--- src/rtl/obbsat_pkg.sv ---
package obbsat_pkg;

  // configuration register indexes
  localparam logic REG_CONTACT_MARGIN   = 1'b0;
  localparam logic REG_DEGENERATE_LIMIT = 1'b1;

  // operand source codes for the shared multiplier
  localparam logic [5:0] SRC_QA  = 6'd0;   // box a quaternion w,x,y,z
  localparam logic [5:0] SRC_QB  = 6'd4;   // box b quaternion w,x,y,z
  localparam logic [5:0] SRC_AXA = 6'd8;   // box a axes, row*3+col
  localparam logic [5:0] SRC_AXB = 6'd17;  // box b axes, row*3+col
  localparam logic [5:0] SRC_V   = 6'd26;  // candidate axis
  localparam logic [5:0] SRC_N   = 6'd29;  // normalized axis
  localparam logic [5:0] SRC_D   = 6'd32;  // center difference
  localparam logic [5:0] SRC_HA  = 6'd35;  // box a half extents
  localparam logic [5:0] SRC_HB  = 6'd38;  // box b half extents
  localparam logic [5:0] SRC_C   = 6'd41;  // rounded axis projection

  // quaternion index names
  localparam logic [1:0] QW = 2'd0;
  localparam logic [1:0] QX = 2'd1;
  localparam logic [1:0] QY = 2'd2;
  localparam logic [1:0] QZ = 2'd3;

  // rotation matrix terms: entry = one - or + 2*p1 +/- 2*p2
  localparam logic [1:0] QT_A1 [9] = '{QY, QX, QX, QX, QX, QY, QX, QY, QX};
  localparam logic [1:0] QT_B1 [9] = '{QY, QY, QZ, QY, QX, QZ, QZ, QZ, QX};
  localparam logic       QT_N1 [9] = '{1'b1, 1'b0, 1'b0, 1'b0, 1'b1, 1'b0, 1'b0, 1'b0, 1'b1};
  localparam logic [1:0] QT_A2 [9] = '{QZ, QW, QW, QW, QZ, QW, QW, QW, QY};
  localparam logic [1:0] QT_B2 [9] = '{QZ, QZ, QY, QZ, QZ, QX, QY, QX, QY};
  localparam logic       QT_N2 [9] = '{1'b1, 1'b0, 1'b1, 1'b1, 1'b1, 1'b0, 1'b0, 1'b1, 1'b1};
  localparam logic       QT_ONE[9] = '{1'b1, 1'b0, 1'b0, 1'b0, 1'b1, 1'b0, 1'b0, 1'b0, 1'b1};

  // datapath actions besides the multiply-accumulate
  typedef enum logic [3:0] {
    FIN_NONE,
    FIN_AX,
    FIN_VFACE,
    FIN_VCROSS,
    FIN_SQ,
    FIN_SQRT_STEP,
    FIN_DIV_INIT,
    FIN_DIV_STEP,
    FIN_DIV_DONE,
    FIN_C,
    FIN_CMP
  } fin_e;

  typedef struct packed {
    logic       mac;
    logic [5:0] a_sel;
    logic [5:0] b_sel;
    logic       neg;
    logic       dbl;
    logic       clr;
    logic       one;
    logic       rsum;
    fin_e       fin;
    logic [4:0] idx;
  } cmd_t;

  typedef struct packed {
    logic skip;
  } stat_t;

endpackage

--- src/rtl/obbsat_ctrl.sv ---
module obbsat_ctrl (
  input  logic              clk_i,
  input  logic              rst_ni,
  input  logic              start_i,
  input  obbsat_pkg::stat_t stat_i,
  input  logic              out_ready_i,
  output logic              in_ready_o,
  output logic              out_valid_o,
  output obbsat_pkg::cmd_t  cmd_o
);
  import obbsat_pkg::*;

  typedef enum logic [9:0] {
    ST_IDLE = 10'b0000000001,
    ST_AXES = 10'b0000000010,
    ST_VEC  = 10'b0000000100,
    ST_SQ   = 10'b0000001000,
    ST_ROOT = 10'b0000010000,
    ST_DIV  = 10'b0000100000,
    ST_RAD  = 10'b0001000000,
    ST_PROJ = 10'b0010000000,
    ST_NEXT = 10'b0100000000,
    ST_OUT  = 10'b1000000000
  } state_e;

  state_e     state_q, state_d;
  logic [6:0] cnt_q, cnt_d;
  logic [2:0] grp_q, grp_d;
  logic [3:0] axis_q, axis_d;

  // derived indexes
  logic [4:0] comp;
  logic       boxb;
  logic [3:0] ent;
  logic [5:0] qbase;
  logic [3:0] kx;
  logic [1:0] ci, cj, cc, cu, cw, rk;
  logic       rb;

  always_comb begin
    comp  = cnt_q[6:2];
    boxb  = (comp >= 5'd9);
    ent   = boxb ? 4'(comp - 5'd9) : comp[3:0];
    qbase = boxb ? SRC_QB : SRC_QA;
    kx    = axis_q - 4'd6;
    ci    = (kx >= 4'd6) ? 2'd2 : (kx >= 4'd3) ? 2'd1 : 2'd0;
    cj    = 2'(kx - ((ci == 2'd2) ? 4'd6 : (ci == 2'd1) ? 4'd3 : 4'd0));
    cc    = cnt_q[3:2];
    cu    = (cc == 2'd2) ? 2'd0 : cc + 2'd1;
    cw    = (cc == 2'd0) ? 2'd2 : cc - 2'd1;
    rb    = (grp_q >= 3'd3);
    rk    = rb ? 2'(grp_q - 3'd3) : grp_q[1:0];
  end

  // sequencing
  always_comb begin
    state_d     = state_q;
    cnt_d       = cnt_q;
    grp_d       = grp_q;
    axis_d      = axis_q;
    cmd_o       = '0;
    cmd_o.fin   = FIN_NONE;
    in_ready_o  = 1'b0;
    out_valid_o = 1'b0;

    unique case (state_q)
      ST_IDLE: begin
        in_ready_o = 1'b1;
        if (start_i) begin
          state_d = ST_AXES;
          cnt_d   = '0;
        end
      end
      // rotation matrices of both boxes, two products per entry
      ST_AXES: begin
        case (cnt_q[1:0])
          2'd0: begin
            cmd_o.mac   = 1'b1;
            cmd_o.a_sel = qbase + 6'(QT_A1[ent]);
            cmd_o.b_sel = qbase + 6'(QT_B1[ent]);
            cmd_o.neg   = QT_N1[ent];
            cmd_o.dbl   = 1'b1;
            cmd_o.clr   = ~QT_ONE[ent];
            cmd_o.one   = QT_ONE[ent];
          end
          2'd1: begin
            cmd_o.mac   = 1'b1;
            cmd_o.a_sel = qbase + 6'(QT_A2[ent]);
            cmd_o.b_sel = qbase + 6'(QT_B2[ent]);
            cmd_o.neg   = QT_N2[ent];
            cmd_o.dbl   = 1'b1;
          end
          2'd3: begin
            cmd_o.fin = FIN_AX;
            cmd_o.idx = comp;
          end
          default: begin
          end
        endcase
        if (cnt_q == 7'd71) begin
          state_d = ST_VEC;
          cnt_d   = '0;
          axis_d  = '0;
        end else begin
          cnt_d = cnt_q + 7'd1;
        end
      end
      // candidate axis: a face axis or a cross product
      ST_VEC: begin
        if (axis_q < 4'd6) begin
          cmd_o.fin = FIN_VFACE;
          cmd_o.idx = 5'(axis_q);
          state_d   = ST_SQ;
          cnt_d     = '0;
        end else begin
          case (cnt_q[1:0])
            2'd0: begin
              cmd_o.mac   = 1'b1;
              cmd_o.a_sel = SRC_AXA + 6'({ci, 1'b0}) + 6'(ci) + 6'(cu);
              cmd_o.b_sel = SRC_AXB + 6'({cj, 1'b0}) + 6'(cj) + 6'(cw);
              cmd_o.clr   = 1'b1;
            end
            2'd1: begin
              cmd_o.mac   = 1'b1;
              cmd_o.a_sel = SRC_AXA + 6'({ci, 1'b0}) + 6'(ci) + 6'(cw);
              cmd_o.b_sel = SRC_AXB + 6'({cj, 1'b0}) + 6'(cj) + 6'(cu);
              cmd_o.neg   = 1'b1;
            end
            2'd3: begin
              cmd_o.fin = FIN_VCROSS;
              cmd_o.idx = 5'(cc);
            end
            default: begin
            end
          endcase
          if (cnt_q == 7'd11) begin
            state_d = ST_SQ;
            cnt_d   = '0;
          end else begin
            cnt_d = cnt_q + 7'd1;
          end
        end
      end
      // squared length and degenerate check
      ST_SQ: begin
        if (cnt_q < 7'd3) begin
          cmd_o.mac   = 1'b1;
          cmd_o.a_sel = SRC_V + 6'(cnt_q);
          cmd_o.b_sel = SRC_V + 6'(cnt_q);
          cmd_o.clr   = (cnt_q == 7'd0);
        end
        if (cnt_q == 7'd4) begin
          cmd_o.fin = FIN_SQ;
          state_d   = stat_i.skip ? ST_NEXT : ST_ROOT;
          cnt_d     = '0;
        end else begin
          cnt_d = cnt_q + 7'd1;
        end
      end
      ST_ROOT: begin
        cmd_o.fin = FIN_SQRT_STEP;
        if (cnt_q == 7'd31) begin
          state_d = ST_DIV;
          cnt_d   = '0;
          grp_d   = '0;
        end else begin
          cnt_d = cnt_q + 7'd1;
        end
      end
      // one divide per component of the normalized axis
      ST_DIV: begin
        cmd_o.idx = 5'(grp_q);
        if (cnt_q == 7'd0)       cmd_o.fin = FIN_DIV_INIT;
        else if (cnt_q == 7'd17) cmd_o.fin = FIN_DIV_DONE;
        else                     cmd_o.fin = FIN_DIV_STEP;
        if (cnt_q == 7'd17) begin
          cnt_d = '0;
          if (grp_q == 3'd2) begin
            state_d = ST_RAD;
            grp_d   = '0;
          end else begin
            grp_d = grp_q + 3'd1;
          end
        end else begin
          cnt_d = cnt_q + 7'd1;
        end
      end
      // projected radius, one box axis per group
      ST_RAD: begin
        if (cnt_q < 7'd3) begin
          cmd_o.mac   = 1'b1;
          cmd_o.a_sel = SRC_N + 6'(cnt_q);
          cmd_o.b_sel = (rb ? SRC_AXB : SRC_AXA) + 6'({rk, 1'b0}) + 6'(rk) + 6'(cnt_q);
          cmd_o.clr   = (cnt_q == 7'd0);
        end else if (cnt_q == 7'd4) begin
          cmd_o.fin = FIN_C;
        end else if (cnt_q == 7'd5) begin
          cmd_o.mac   = 1'b1;
          cmd_o.a_sel = (rb ? SRC_HB : SRC_HA) + 6'(rk);
          cmd_o.b_sel = SRC_C;
          cmd_o.rsum  = 1'b1;
          cmd_o.clr   = (grp_q == 3'd0);
        end
        if (cnt_q == 7'd5) begin
          cnt_d = '0;
          if (grp_q == 3'd5) begin
            state_d = ST_PROJ;
          end else begin
            grp_d = grp_q + 3'd1;
          end
        end else begin
          cnt_d = cnt_q + 7'd1;
        end
      end
      // projected center distance and separation test
      ST_PROJ: begin
        if (cnt_q < 7'd3) begin
          cmd_o.mac   = 1'b1;
          cmd_o.a_sel = SRC_D + 6'(cnt_q);
          cmd_o.b_sel = SRC_N + 6'(cnt_q);
          cmd_o.clr   = (cnt_q == 7'd0);
        end
        if (cnt_q == 7'd4) begin
          cmd_o.fin = FIN_CMP;
          state_d   = ST_NEXT;
          cnt_d     = '0;
        end else begin
          cnt_d = cnt_q + 7'd1;
        end
      end
      ST_NEXT: begin
        cnt_d = '0;
        if (axis_q == 4'd14) begin
          state_d = ST_OUT;
        end else begin
          axis_d  = axis_q + 4'd1;
          state_d = ST_VEC;
        end
      end
      ST_OUT: begin
        out_valid_o = 1'b1;
        if (out_ready_i) state_d = ST_IDLE;
      end
      default: begin
        state_d = ST_IDLE;
      end
    endcase
  end

  // state and counters
  always_ff @(posedge clk_i or negedge rst_ni) begin
    if (!rst_ni) begin
      state_q <= ST_IDLE;
      cnt_q   <= '0;
      grp_q   <= '0;
      axis_q  <= '0;
    end else begin
      state_q <= state_d;
      cnt_q   <= cnt_d;
      grp_q   <= grp_d;
      axis_q  <= axis_d;
    end
  end

endmodule
--- config.mk ---
export PLATFORM = sky130hd
export DESIGN_NAME = obbsat_ctrl
export DESIGN_NICKNAME = d
export VERILOG_FILES = /design/src/rtl/obbsat_pkg.sv /design/src/rtl/obbsat_ctrl.sv
export SDC_FILE = /design/constraint.sdc
export NUM_CORES = 1
export LEC_CHECK = 0
export ABC_AREA = 0
export BUFFER_PORTS_ARGS = -buffer_cell sky130_fd_sc_hd__buf_2
export CAP_MARGIN = 10
export CORE_MARGIN = 4
export CORE_UTILIZATION = 60
export CTS_CLUSTER_DIAMETER = 50
export DETAILED_ROUTE_END_ITERATION = 10
export PLACE_DENSITY_LB_ADDON = 0.05
export REMOVE_ABC_BUFFERS = 1
export SYNTH_ARGS = -nofsm -noshare
export SYNTH_HDL_FRONTEND = slang
export SYNTH_SLANG_ARGS = --single-unit
--- constraint.sdc ---
create_clock -name clk_i -period 4.7 [get_ports clk_i]
set_input_delay 0.94 -clock clk_i [delete_from_list [all_inputs] [get_ports clk_i]]
set_output_delay 0.94 -clock clk_i [all_outputs]
set_load 0.01 [all_outputs]
# Word level (Yosys, flattened, before mapping)
# Memory sizes are Yosys's and may differ from the RTL's.
# Index checks and enable logic that the tools add are counted.
# op_classes
addsub,28
n_mul,0
div,0
n_lt_le_gt_ge,7
n_eq_ne,37
n_shift,0
n_mux,93
bitwise_logic,2
n_reduce_logical,12
# op_table
cell,n
10-bit two-way mux,13
10-bit one-hot mux with 10 select lines,1
7-bit two-way mux,10
13-bit two-way mux,5
13-bit one-hot mux with 5 select lines,1
7-bit one-hot mux with 8 select lines,1
6-bit by 2-bit adder with 6-bit output,7
2-bit two-way mux,15
15-bit one-hot mux with 2 select lines,1
4-bit two-way mux,7
4-bit one-hot mux with 7 select lines,1
13-bit one-hot mux with 2 select lines,1
3-bit two-way mux,8
2-bit != test (second input constant),12
1-bit two-way mux,19
3-bit by 2-bit adder with 4-bit output,4
5-bit one-hot mux with 3 select lines,1
7-bit by 3-bit == test with 1-bit output (second input constant),2
7-bit by 5-bit == test with 1-bit output (second input constant),2
14-bit two-way mux,1
5-bit by 6-bit adder with 6-bit output (first input constant),2
11-bit AND reduction,1
10-bit by 1-bit == test with 1-bit output (second input constant),1
10-bit == test (second input constant),1
other kinds (57),62
# totals
regBits,24
latch_bits,0
mem_bits_rw,0
rom_bits,160
inputBits,5
word_cells,189
mem_count,6
# memory_table
name,depth,word_bits,read_ports,rd_clocked_by_memory_dff,write_ports,line,source
(no name shown),16,2,1,0,0,obbsat_ctrl.sv:89,cmd_o.b_sel = qbase + 6'(QT_B2[ent]);
(no name shown),16,2,1,0,0,obbsat_ctrl.sv:88,cmd_o.a_sel = qbase + 6'(QT_A2[ent]);
(no name shown),16,2,1,0,0,obbsat_ctrl.sv:80,cmd_o.b_sel = qbase + 6'(QT_B1[ent]);
(no name shown),16,2,1,0,0,obbsat_ctrl.sv:79,cmd_o.a_sel = qbase + 6'(QT_A1[ent]);
(no name shown),16,1,1,0,0,obbsat_ctrl.sv:90,cmd_o.neg = QT_N2[ent];
(no name shown),16,1,1,0,0,obbsat_ctrl.sv:84,cmd_o.one = QT_ONE[ent];

# Longest topological paths before layout
# Gate-level depths: netlist of run 1.
# depth
ltp_word,14
ltp_mapped,17
depth_no_buf,16

# Least setup slack after synthesis of run 1
# OpenSTA, ideal clock, no wires.
# synth_path
path_kind,reg-to-output
from,register grp_q[1]
to,output port cmd_o[19] (netlist bit)
arrival_ns,3.268
required_time_ns,3.760
setup_slack_ns,0.492
path_stages_with_launch,16
path_buffers,0
cell_sequence,dfrtp_1 > ha_1 > ha_1 > a211oi_1 > ha_1 > fa_1 > inv_1 > ha_1 > inv_1 > fa_1 > inv_1 > a21o_1 > a21oi_1 > xnor2_1 > o21ai_0 > nand3_1
# synth_lines
item,line,source
"start, declared",obbsat_ctrl.sv:28,"logic [2:0] grp_q, grp_d;"
"start signal, assigned",obbsat_ctrl.sv:260,grp_q <= grp_d;
"end, declared",obbsat_ctrl.sv:9,output obbsat_pkg::cmd_t cmd_o

==> out/summary.json, run 1 <==
{
  "status": "complete, no violations",
  "power_report.internal_total_w": 0.000867,
  "most_frequent_standard_cell_in_the_layout_excluding_fill_and_tap_cells": "sky130_fd_sc_hd__nand2_1",
  "die_height_microns": 83.8,
  "cts-root-buf": "sky130_fd_sc_hd__clkbuf_8",
  "area_share_of_the_leading_cell_type_in_the_synthesized_netlist_pct": 16.7,
  "netlist_instances": 429,
  "reg2reg_to": "state_q[6]$_DFFE_PN0P_",
  "ctsLongestPathBuffers": 2,
  "ir_drop_mv": 0.270,
  "asyncSetResetFlopFracSynth_pct": 100,
  "synth-edff-count": 0,
  "last_weighted_congestion_value_of_the_routability_driven_placer": 0.951,
  "yosysWarningCount": 0,
  "swShare_pct": 54.2,
  "crit_family": "adder cells",
  "design.core.area_sq_um": 5540,
  "ios": 34,
  "syn-mean-instance-area_sq_um": 8.04,
  "reg2reg_slack_ps": 1460,
  "max_freq_mhz": 218,
  "seq_area_frac_synth_pct": 17.4,
  "routed_via_count_divided_by_cell_count": 6.49,
  "drt_wl_total_mm": 10.1,
  "synth_ff_type": "sky130_fd_sc_hd__dfrtp_1",
  "grtUsageMet1_pct": 37.4,
  "grt.met3_usage_pct": 1.78,
  "grt_first_pass_wirelength_mm": 16.3,
  "timing.critical_path.cells": "ha_4 > xnor2_4 > or3_4 > and2_4 > ha_4 > xor2_1 > xnor2_1 > ha_1 > xnor2_2 > buf_4 > fa_1 > xor2_1 > a21oi_1 > nand2_1 > buf_2",
  "ys_top_cells_by_area": "sky130_fd_sc_hd__dfrtp_1 17%, sky130_fd_sc_hd__ha_1 15%, sky130_fd_sc_hd__nand2_1 4.9%",
  "crit_slowest_cell": "sky130_fd_sc_hd__dfrtp_2",
  "power-per-cell-area_nw_per_um2": 488,
  "placement.io_buffers": 33,
  "cts-buffers-inserted": 3,
  "clock_latency_ps": 270,
  "power.leakage_nw": 1.88,
  "drt-pass1-iter-count": 5,
  "depth_of_the_worst_register_to_register_path": 7,
  "setup.worst_path.end_class": "output pin",
  "slew_headroom_pct": 52.2,
  "comb_power_share_pct": 75.6,
  "tritoncts_clock_tree": "done",
  "worstPathBufferInverterCount": 2,
  "fraction_of_final_layout_cells_sized_beyond_drive_strength_1_pct": 21.9,
  "final_nets": 513,
  "worstSetupPathType": "reg2out",
  "worst-slew-pin-transition_ps": 711,
  "p_clk_share_pct": 7.1,
  "worst_path_largest_cell_delay_ps": 470,
  "synth.lib_cells_used.distinct": 71,
  "final_max_slew_viol_count": 0,
  "timing.rr.start": "cnt_q[0]$_DFFE_PN0P_",
  "number_of_sinks_driven_by_the_clock_tree": 24,
  "top_usage_layer": "met2",
  "chipWidth_microns": 83.8,
  "initial_antenna_violation_count": 0,
  "netlist.top_cell.by_area": "sky130_fd_sc_hd__dfrtp_1",
  "timing.final.crit_period_ps": 4590,
  "drt_iter0_drc": 402,
  "ctsHtreeMaxLevel": 1,
  "crit_path_end": "cmd_o[16]",
  "global_route.overflow_total": 0,
  "hpwlAfterDp_mm": 7.41,
  "crit_required_ps": 3760,
  "critPathArrivalTime_ps": 3650,
  "setup_violations": 0,
  "ant_diodes": 0,
  "report.final.hold_viol_count": 0,
  "initial_core_util_pct": 62.3,
  "fin_worst_skew_ps": 5.25,
  "part_of_the_total_power_dissipated_in_sequential_elements_pct": 17.3,
  "detail-route-antenna-nets": 0,
  "synth.cell_area_sq_um": 3450,
  "unrepaired_setup_endpoints_after_global_routing": "true",
  "num_vias": 3467,
  "area.growth.synth_to_final_pct": 12.3,
  "grt_start_max_net_pins": 25,
  "maxCapViolations": 0,
  "routed_len_inst_microns": 18.9,
  "fin_setup_tns_ps": 0,
  "start_kind": "flip-flop",
  "timing.critical_path.depth": 15,
  "groute.layer.met2.usage_pct": 46.5,
  "grt_use_total_pct": 27.9,
  "postSynthRegisterBits": 24,
  "hold_path.class": "reg2reg",
  "period_share_pct": 97.7,
  "mostFrequentLayoutCells": "45 x sky130_fd_sc_hd__nand2_1, 39 x sky130_fd_sc_hd__ha_1, 33 x sky130_fd_sc_hd__buf_2, 28 x sky130_fd_sc_hd__nor2_1, 24 x sky130_fd_sc_hd__inv_1",
  "number_of_global_route_vias_before_repair": 3305,
  "worstSetupStartpoint": "axis_q[2]$_DFFE_PN0P_",
  "path_max_fanout": 6,
  "finalCoreUtilization_pct": 70.0,
  "clock_pin_transition_on_the_worst_setup_and_hold_timing_paths_ps": 90,
  "switching_power_summed_over_all_nets_w": 0.00102,
  "drc_errors": 0,
  "num_rows": 27,
  "dieArea_sq_um": 7030
}
state kept, by name, summed over array words and instances (netlist names):
name / cells
state_q: 10
axis_q: 4
cnt_q: 7
grp_q: 3
layer usage:
metal	vias to the layer above	wire length [microns]	part of all wire, %
li1	1639	-	-
met1	1602	4290	42
met2	189	4760	47
met3	37	659	6.5
met4	0	385	3.8
met5	-	0	0
kinds of logic (layout without fill, tap and decap cells):
kind of cell             count (synthesis)  after routing  share of synthesized area (%)
AO/OA/AOI/OAI                          105            105                           20.4
XOR/XNOR                                20             20                           5.08
adder cells (fa/ha/maj)                 45             45                           17.2
buffers and inverters                   50             83                           6.60
flip-flops                              24             24                           17.4
multiplexers                            16             16                           5.26
AND/OR/NAND/NOR                        169            169                           28.0
power groups by stage:
stage	logic, W	registers, W	clock network (W)
after floorplan	0.000960	0.000336	0
after global placement	0.00133	0.000325	0
after detailed placement	0.00136	0.000327	0
after CTS	0.00137	0.000322	0.000134
after global routing	0.00156	0.000336	0.000144
final	0.00143	0.000327	0.000134
synth_stat cells (all sizes together), types with 5 or more instances:
library cell and instances:
a21o 5, a21oi 26, a221oi 5, a31oi 8, and3 7, buf 14, clkbuf 11, dfrtp 23
ha 41, inv 25, mux2 8, mux2i 8, nand2 45, nand2b 6, nand3 20, nand4 6
nor2 31, nor2b 7, nor3 14, nor4 5, o21ai 24, o31ai 5, xnor2 11, xor2 9
stage by stage:
step / std cells / power [W] / setup slack, ps / hold slack [ps] / area (sq um)
finish: 534 / 0.00189 / 109 / 577 / 3880
global route: 534 / 0.00204 / -42.0 / 613 / 3880
floorplan: 404 / 0.00130 / 418 / 529 / 3320
global placement: 518 / 0.00166 / 304 / 574 / 3640
detailed placement: 518 / 0.00169 / 171 / 585 / 3640
CTS: 525 / 0.00183 / 27.5 / 598 / 3720
layout make-up:
type | instances | area [sq um]
multi-input combinational | 355 | 2710
fill | 448 | 1660
sequential | 24 | 608
timing repair buffer | 54 | 327
inverter | 25 | 93.8
tap | 72 | 90.1
clock buffer | 4 | 45.0
worst reg2reg max path, cell delays in order (launching register included):
cell and delay [ps]:
sky130_fd_sc_hd__dfrtp_1 610, sky130_fd_sc_hd__ha_1 500, sky130_fd_sc_hd__nor2b_1 320, sky130_fd_sc_hd__nand4b_1 210, sky130_fd_sc_hd__a22oi_2 330, sky130_fd_sc_hd__nand4_4 210
sky130_fd_sc_hd__or3_1 580, sky130_fd_sc_hd__mux2_4 350
worst min path at each step:
stage	start	end	slack, ps	cells past startpoint
2_1_floorplan	axis_q[2]$_DFFE_PN0P_	axis_q[2]$_DFFE_PN0P_	530	1
3_3_place_gp	axis_q[2]$_DFFE_PN0P_	axis_q[2]$_DFFE_PN0P_	570	1
3_5_place_dp	axis_q[2]$_DFFE_PN0P_	axis_q[2]$_DFFE_PN0P_	580	1
4_1_cts	axis_q[2]$_DFFE_PN0P_	axis_q[2]$_DFFE_PN0P_	600	1
5_1_grt	axis_q[2]$_DFFE_PN0P_	axis_q[2]$_DFFE_PN0P_	610	1
6_report	axis_q[2]$_DFFE_PN0P_	axis_q[2]$_DFFE_PN0P_	580	1
what timing repair did:
item,CTS,global route
gates resized for setup,4,20
cloned,0,0
pin swaps,0,10
endpoints found under the setup margin,2,4
hold buffers,0,0
endpoints found under the hold margin,0,0
buffers inserted,3,9
Note: power is estimated with default switching activity, not from simulation.
==> run 2: changes to the inputs <==
--- a/config.mk
+++ b/config.mk
@@ -8,6 +8,7 @@
 export ABC_AREA = 0
 export BUFFER_PORTS_ARGS = -buffer_cell sky130_fd_sc_hd__buf_2
 export CAP_MARGIN = 10
+export CORE_ASPECT_RATIO = 0.75
 export CORE_MARGIN = 4
 export CORE_UTILIZATION = 60
 export CTS_CLUSTER_DIAMETER = 50
==> constraint.sdc (replaced) <==
create_clock -name clk_i -period 5.85 [get_ports clk_i]
set_input_delay 1.17 -clock clk_i [delete_from_list [all_inputs] [get_ports clk_i]]
set_output_delay 1.17 -clock clk_i [all_outputs]
set_load 0.01 [all_outputs]
==> out/summary.json, run 2 (same netlist as run 1, synthesis figures left out) <==
{
  "status": {"value": "complete, no violations", "change": "unchanged"},
  "drt_iter0_drc": {"value": 333, "change": "was 402"},
  "die_height": {"value": 73.7, "unit": "microns", "change": "was 83.8 microns"},
  "fraction_of_final_layout_cells_sized_beyond_drive_strength_1": {"value": 14.5, "unit": "%", "change": "was 21.9%"},
  "routed_via_count_divided_by_cell_count": {"value": 6.49, "change": "about the same"},
  "clock_latency": {"value": 280, "unit": "ps", "change": "was 270 ps"},
  "max_freq_mhz": 190,
  "largest_register_ffs": {"value": 10, "change": "unchanged"},
  "most_frequent_standard_cell_in_the_layout_excluding_fill_and_tap_cells": {"value": "sky130_fd_sc_hd__nand2_1", "change": "unchanged"},
  "drt-pass1-iter-count": {"value": 5, "change": "unchanged"},
  "cts_post_setup_buffers_inserted": {"value": 0, "change": "was 3"},
  "final_nets": {"value": 493, "change": "was 513"},
  "report.final.hold_viol_count": {"value": 0, "change": "unchanged"},
  "tritoncts_clock_tree": {"value": "done", "change": "unchanged"},
  "last_weighted_congestion_value_of_the_routability_driven_placer": {"value": 0.968, "change": "was 0.951"},
  "power.leakage": {"value": 1.77, "unit": "nW", "change": "was 1.88 nW"},
  "drc_errors": {"value": 0, "change": "unchanged"},
  "fin_worst_skew": {"value": 6.78, "unit": "ps", "change": "was 5.25 ps"},
  "worstSetupPathType": {"value": "reg2out", "change": "unchanged"},
  "number_of_global_route_vias_before_repair": {"value": 3098, "change": "was 3,305"},
  "hpwlAfterDp": {"value": 7.52, "unit": "mm", "change": "was 7.41 mm"},
  "setup.worst_path.end_class": {"value": "output pin", "change": "unchanged"},
  "ios": {"value": 34, "change": "unchanged"},
  "ctsLongestPathBuffers": {"value": 2, "change": "unchanged"},
  "final_max_slew_viol_count": {"value": 0, "change": "unchanged"},
  "detail-route-antenna-nets": {"value": 0, "change": "unchanged"},
  "number_of_sinks_driven_by_the_clock_tree": {"value": 24, "change": "unchanged"},
  "critPathArrivalTime": {"value": 4100, "unit": "ps", "change": "was 3650 ps"},
  "cts_hold_buf": {"value": 0, "change": "unchanged"},
  "final_cell_area": {"value": 3640, "unit": "sq um", "change": "was 3880 sq um"},
  "chipWidth": {"value": 95.6, "unit": "microns", "change": "was 83.8 microns"},
  "drt_wl_total": {"value": 9.65, "unit": "mm", "change": "was 10.1 mm"},
  "global_route.overflow_total": {"value": 0, "change": "unchanged"},
  "routed_len_inst": {"value": 18.7, "unit": "microns", "change": "was 18.9 microns"},
  "period_share_pct": 90.2,
  "initial_core_util": {"value": 63.1, "unit": "%", "change": "was 62.3%"},
  "hold_path.class": {"value": "reg2reg", "change": "unchanged"},
  "initial_antenna_violation_count": {"value": 0, "change": "unchanged"},
  "placement.io_buffers": {"value": 33, "change": "unchanged"},
  "cts-buffers-inserted": {"value": 3, "change": "unchanged"},
  "start_kind": {"value": "flip-flop", "change": "unchanged"},
  "num_vias": {"value": 3354, "change": "was 3,467"},
  "unrepaired_setup_endpoints_after_global_routing": {"value": "false", "change": "was true"},
  "grt_use_total": {"value": 29.1, "unit": "%", "change": "was 27.9%"},
  "num_rows": {"value": 23, "change": "was 27"},
  "timing.final.crit_period_ps": 5270,
  "ctsHtreeMaxLevel": {"value": 1, "change": "unchanged"},
  "ant_diodes": {"value": 0, "change": "unchanged"},
  "cts_resized": {"value": 0, "change": "was 4"},
  "maxCapViolations": {"value": 0, "change": "unchanged"},
  "largest_registers": {"value": "state_q x10, cnt_q x7, axis_q x4", "change": "unchanged"},
  "grt_first_pass_wirelength": {"value": 15.8, "unit": "mm", "change": "was 16.3 mm"},
  "setup_violations": {"value": 0, "change": "unchanged"},
  "grt_start_max_net_pins": {"value": 25, "change": "unchanged"},
  "path_max_fanout": {"value": 11, "change": "was 6"},
  "max_flop_register": {"value": "state_q", "change": "unchanged"},
  "placed_cell_area": {"value": 3580, "unit": "sq um", "change": "was 3640 sq um"},
  "slew_headroom": {"value": 46.5, "unit": "%", "change": "was 52.2%"},
  "reg2reg_slack": {"value": 2540, "unit": "ps", "change": "was 1460 ps"},
  "finalCoreUtilization": {"value": 66.5, "unit": "%", "change": "was 70.0%"},
  "crit_required": {"value": 4680, "unit": "ps", "change": "was 3760 ps"},
  "dieArea": {"value": 7040, "unit": "sq um", "change": "was 7030 sq um"},
  "worst-slew-pin-transition": {"value": 803, "unit": "ps", "change": "was 711 ps"},
  "fin_setup_tns": {"value": 0, "unit": "ps", "change": "unchanged"},
  "ir_drop": {"value": 0.170, "unit": "mV", "change": "was 0.270 mV"},
  "power-per-cell-area": {"value": 404, "unit": "nW/um^2", "change": "was 488 nW/um^2"},
  "clock_pin_transition_on_the_worst_setup_and_hold_timing_paths": {"value": 90, "unit": "ps", "change": "about the same"},
  "design.core.area": {"value": 5470, "unit": "sq um", "change": "was 5540 sq um"},
  "mostFrequentLayoutCells": {"value": "45 x sky130_fd_sc_hd__nand2_1, 41 x sky130_fd_sc_hd__ha_1, 33 x sky130_fd_sc_hd__buf_2, 28 x sky130_fd_sc_hd__nor2_1, 26 x sky130_fd_sc_hd__a21oi_1", "change": "was 45 x sky130_fd_sc_hd__nand2_1, 39 x sky130_fd_sc_hd__ha_1, 33 x sky130_fd_sc_hd__buf_2, 28 x sky130_fd_sc_hd__nor2_1, 24 x sky130_fd_sc_hd__inv_1"},
  "area.growth.synth_to_final": {"value": 5.44, "unit": "%", "change": "was 12.3%"},
  "cts-root-buf": {"value": "sky130_fd_sc_hd__clkbuf_8", "change": "unchanged"}
}
==> run 2: worst max-delay path, stage by stage, from the launching register on <==
cell and delay, ps:
sky130_fd_sc_hd__dfrtp_1 530, sky130_fd_sc_hd__ha_1 270, sky130_fd_sc_hd__ha_1 180, sky130_fd_sc_hd__a211oi_1 570
sky130_fd_sc_hd__nor2_1 140, sky130_fd_sc_hd__a21oi_1 240, sky130_fd_sc_hd__fa_1 460, sky130_fd_sc_hd__inv_1 80
sky130_fd_sc_hd__ha_1 170, sky130_fd_sc_hd__inv_1 60, sky130_fd_sc_hd__fa_1 390, sky130_fd_sc_hd__inv_1 70
sky130_fd_sc_hd__a21o_1 110, sky130_fd_sc_hd__a21oi_1 70, sky130_fd_sc_hd__xnor2_1 120, sky130_fd_sc_hd__o21ai_0 140
sky130_fd_sc_hd__nand3_1 80, sky130_fd_sc_hd__buf_2 140
==> run 2: power by group <==
group	internal, W	switching, W	total [W]
Clock	0.0000603	0.0000594	0.000120
Sequential	0.000202	0.0000934	0.000295
Combinational	0.000410	0.000644	0.00105
==> run 2: cell type report <==
class	count	area, sq um
inverter	25	93.8
multi-input combinational	355	2620
fill	478	1830
sequential	24	602
tap	75	93.8
clock buffer	4	55.1
timing repair buffer	34	173
==> run 2: path summary, 6_finish.rpt <==
kind | from | end | cells after the start
setup / recovery | grp_q[0]$_DFFE_PN0P_ | cmd_o[19] | 17
max in group asynchronous | rst_ni | cnt_q[3]$_DFFE_PN0P_ | 1
min in group asynchronous | rst_ni | state_q[3]$_DFFE_PN0P_ | 1
setup reg to reg | cnt_q[0]$_DFFE_PN0P_ | state_q[6]$_DFFE_PN0P_ | 7
hold / removal | axis_q[3]$_DFFE_PN0P_ | axis_q[3]$_DFFE_PN0P_ | 1
hold reg to reg | axis_q[3]$_DFFE_PN0P_ | axis_q[3]$_DFFE_PN0P_ | 1
==> run 2: per-stage QoR <==
stage | instances | power [W] | hold slack, ps | worst slack (ps)
after detailed placement | 513 | 0.00132 | 600 | 908
after global routing | 517 | 0.00160 | 647 | 294
after global placement | 513 | 0.00130 | 587 | 1090
final | 517 | 0.00147 | 624 | 576
after CTS | 517 | 0.00144 | 612 | 568
after floorplan | 404 | 0.00104 | 529 | 1340
==> run 2: per-layer routing <==
metal | track usage, % | routed length (microns)
met1 | 45.1 | 4630
met2 | 42.4 | 3960
met4 | 3.79 | 106
met3 | 5.53 | 953
met5 | 0 | 0
==> run 3: changes to the inputs <==
==> constraint.sdc (replaced) <==
create_clock -name clk_i -period 5.85 [get_ports clk_i]
set_input_delay 0 -clock clk_i [delete_from_list [all_inputs] [get_ports clk_i]]
set_output_delay 0 -clock clk_i [all_outputs]
set_load 0.01 [all_outputs]
==> out/summary.json, run 3 (same netlist as run 1, synthesis figures left out) <==
{
  "drc_errors": {"value": 0, "change": "unchanged"},
  "grt_first_pass_wirelength": {"value": 16.5, "unit": "mm", "change": "was 15.8 mm"},
  "chipWidth": {"value": 95.6, "unit": "microns", "change": "unchanged"},
  "grt_start_max_net_pins": {"value": 25, "change": "unchanged"},
  "fin_worst_skew": {"value": 6.95, "unit": "ps", "change": "was 6.78 ps"},
  "hpwlAfterDp": {"value": 7.74, "unit": "mm", "change": "was 7.52 mm"},
  "num_vias": {"value": 3446, "change": "was 3,354"},
  "number_of_sinks_driven_by_the_clock_tree": {"value": 24, "change": "unchanged"},
  "ir_drop": {"value": 0.205, "unit": "mV", "change": "was 0.170 mV"},
  "tritoncts_clock_tree": {"value": "done", "change": "unchanged"},
  "worst-slew-pin-transition": {"value": 827, "unit": "ps", "change": "was 803 ps"},
  "fin_setup_tns": {"value": 0, "unit": "ps", "change": "unchanged"},
  "routed_via_count_divided_by_cell_count": {"value": 6.64, "change": "was 6.49"},
  "comb_power_share": {"value": 72.9, "unit": "%", "change": "was 71.7%"},
  "ctsLongestPathBuffers": {"value": 2, "change": "unchanged"},
  "post-place-cells": {"value": 513, "change": "unchanged"},
  "number_of_global_route_vias_before_repair": {"value": 3236, "change": "was 3,098"},
  "die_height": {"value": 73.7, "unit": "microns", "change": "unchanged"},
  "largest_register_ffs": {"value": 10, "change": "unchanged"},
  "cts-root-buf": {"value": "sky130_fd_sc_hd__clkbuf_8", "change": "unchanged"},
  "worst_slack": {"value": 1640, "unit": "ps", "change": "was 576 ps"},
  "num_rows": {"value": 23, "change": "unchanged"},
  "period_share": {"value": 72.0, "unit": "%", "change": "was 90.2%"},
  "final_nets": {"value": 495, "change": "was 493"},
  "mostFrequentLayoutCells": {"value": "45 x sky130_fd_sc_hd__nand2_1, 41 x sky130_fd_sc_hd__ha_1, 33 x sky130_fd_sc_hd__buf_2, 28 x sky130_fd_sc_hd__nor2_1, 26 x sky130_fd_sc_hd__a21oi_1", "change": "unchanged"},
  "crit_required": {"value": 5850, "unit": "ps", "change": "was 4680 ps"},
  "start_kind": {"value": "flip-flop", "change": "unchanged"},
  "report.final.hold_viol_count": {"value": 0, "change": "unchanged"},
  "setup.worst_path.end_class": {"value": "output pin", "change": "unchanged"},
  "final_max_slew_viol_count": {"value": 0, "change": "unchanged"},
  "totalPowerFinal": {"value": 0.00148, "unit": "W", "change": "was 0.00147 W"},
  "hold_path.class": {"value": "in2reg", "change": "was reg2reg"},
  "ant_diodes": {"value": 0, "change": "unchanged"},
  "slew_headroom": {"value": 44.9, "unit": "%", "change": "was 46.5%"},
  "max_flop_register": {"value": "state_q", "change": "unchanged"},
  "path_max_fanout": {"value": 11, "change": "unchanged"},
  "placement.io_buffers": {"value": 33, "change": "unchanged"},
  "routed_len_inst": {"value": 19.1, "unit": "microns", "change": "was 18.7 microns"},
  "setup_violations": {"value": 0, "change": "unchanged"},
  "power.leakage": {"value": 1.78, "unit": "nW", "change": "was 1.77 nW"},
  "p_clk_share": {"value": 7.8, "unit": "%", "change": "was 8.2%"},
  "drt-pass1-iter-count": {"value": 5, "change": "unchanged"},
  "power_report.internal_total": {"value": 0.000675, "unit": "W", "change": "was 0.000672 W"},
  "clock_latency": {"value": 270, "unit": "ps", "change": "was 280 ps"},
  "clock_pin_transition_on_the_worst_setup_and_hold_timing_paths": {"value": 90, "unit": "ps", "change": "about the same"},
  "status": {"value": "complete, no violations", "change": "unchanged"},
  "drt_wl_total": {"value": 9.90, "unit": "mm", "change": "was 9.65 mm"},
  "initial_antenna_violation_count": {"value": 0, "change": "unchanged"},
  "switching_power_summed_over_all_nets": {"value": 0.000801, "unit": "W", "change": "was 0.000797 W"},
  "ctsHtreeMaxLevel": {"value": 1, "change": "unchanged"},
  "detail-route-antenna-nets": {"value": 0, "change": "unchanged"},
  "max_freq": {"value": 237, "unit": "MHz", "change": "was 190 MHz"},
  "design.core.area": {"value": 5470, "unit": "sq um", "change": "unchanged"},
  "global_route.overflow_total": {"value": 0, "change": "unchanged"},
  "fraction_of_final_layout_cells_sized_beyond_drive_strength_1": {"value": 14.4, "unit": "%", "change": "was 14.5%"},
  "placement.setup.worst_slack": {"value": 1940, "unit": "ps", "change": "was 908 ps"},
  "last_weighted_congestion_value_of_the_routability_driven_placer": {"value": 0.947, "change": "was 0.968"},
  "timing.final.crit_period": {"value": 4210, "unit": "ps", "change": "was 5270 ps"},
  "drt_iter0_drc": {"value": 379, "change": "was 333"},
  "critPathArrivalTime": {"value": 4210, "unit": "ps", "change": "was 4100 ps"},
  "power-per-cell-area": {"value": 404, "unit": "nW/um^2", "change": "about the same"},
  "most_frequent_standard_cell_in_the_layout_excluding_fill_and_tap_cells": {"value": "sky130_fd_sc_hd__nand2_1", "change": "unchanged"},
  "swShare": {"value": 54.3, "unit": "%", "change": "about the same"},
  "grt_use_total": {"value": 29.9, "unit": "%", "change": "was 29.1%"},
  "ios": {"value": 34, "change": "unchanged"},
  "area.growth.synth_to_final": {"value": 6.02, "unit": "%", "change": "was 5.44%"},
  "part_of_the_total_power_dissipated_in_sequential_elements": {"value": 19.3, "unit": "%", "change": "was 20.1%"},
  "cts_post_setup_buffers_inserted": {"value": 0, "change": "unchanged"},
  "unrepaired_setup_endpoints_after_global_routing": {"value": "false", "change": "unchanged"},
  "dieArea": {"value": 7040, "unit": "sq um", "change": "unchanged"},
  "largest_registers": {"value": "state_q x10, cnt_q x7, axis_q x4", "change": "unchanged"},
  "final-instance-count-excl-fill": {"value": 519, "change": "was 517"},
  "reg2reg_slack": {"value": 2490, "unit": "ps", "change": "was 2540 ps"},
  "worstSetupPathType": {"value": "reg2out", "change": "unchanged"},
  "maxCapViolations": {"value": 0, "change": "unchanged"},
  "cts-buffers-inserted": {"value": 3, "change": "unchanged"},
  "initial_core_util": {"value": 63.1, "unit": "%", "change": "unchanged"}
}
==> run 3: worst max-delay path: stages (launching register included) <==
cell,delay (ps)
sky130_fd_sc_hd__dfrtp_1,530
sky130_fd_sc_hd__ha_1,280
sky130_fd_sc_hd__ha_1,200
sky130_fd_sc_hd__a211oi_1,610
sky130_fd_sc_hd__nor2_1,140
sky130_fd_sc_hd__a21oi_1,260
sky130_fd_sc_hd__fa_1,460
sky130_fd_sc_hd__inv_1,70
sky130_fd_sc_hd__ha_1,170
sky130_fd_sc_hd__inv_1,60
sky130_fd_sc_hd__fa_1,400
sky130_fd_sc_hd__inv_1,70
sky130_fd_sc_hd__a21o_1,110
sky130_fd_sc_hd__a21oi_1,70
sky130_fd_sc_hd__xnor2_1,120
sky130_fd_sc_hd__o21ai_0,140
sky130_fd_sc_hd__nand3_1,90
sky130_fd_sc_hd__buf_2,140
==> run 3: timing repair <==
action,CTS,global route
resized for setup,0,0
endpoints found under the hold margin,25,0
hold buffers,2,0
==> run 3: cell type report <==
type | count | area [sq um]
clock buffers | 4 | 55.1
repair buffers | 36 | 193
well taps | 75 | 93.8
inverters | 25 | 93.8
multi-input cells | 355 | 2620
flip-flops and latches | 24 | 602
fillers | 477 | 1810
==> run 3: stage by stage <==
stage | util (%) | instance area [sq um] | hold slack (ps)
finish | 66.9 | 3660 | 8.13
global route | 66.9 | 3660 | 45.7
CTS | 66.9 | 3660 | 2.23
detailed placement | 65.5 | 3580 | 34.1
global placement | 65.5 | 3580 | 24.9
floorplan | - | 3320 | -296
==> run 3: power by group through the flow <==
stage	Sequential (W)	Clock [W]	Combinational, W
finish	0.000285	0.000114	0.00108
global placement	0.000281	0	0.00102
global route	0.000291	0.000123	0.00119
detailed placement	0.000285	0	0.00105
CTS	0.000281	0.000118	0.00106
floorplan	0.000270	0	0.000771
==> run 3: final timing paths <==
check                                 startpoint                     end  cells past startpoint
max                         grp_q[0]$_DFFE_PN0P_               cmd_o[19]                     17
max reg2reg                 cnt_q[0]$_DFFE_PN0P_  state_q[7]$_DFFE_PN0P_                      7
min in group asynchronous                 rst_ni    cnt_q[1]$_DFFE_PN0P_                      2
max in group asynchronous                 rst_ni  state_q[0]$_DFFE_PN1P_                      2
min reg2reg                axis_q[3]$_DFFE_PN0P_   axis_q[3]$_DFFE_PN0P_                      1
min                                      start_i  state_q[0]$_DFFE_PN1P_                      3
==> run 3: routing by layer <==
metal / track usage (%) / share of wire [%] / up-vias
met5: 0 / 0 / -
met4: 5.36 / 0.92 / 0
met3: 4.30 / 9.6 / 14
met2: 44.9 / 44 / 181
met1: 45.6 / 46 / 1645
li1: - / - / 1606
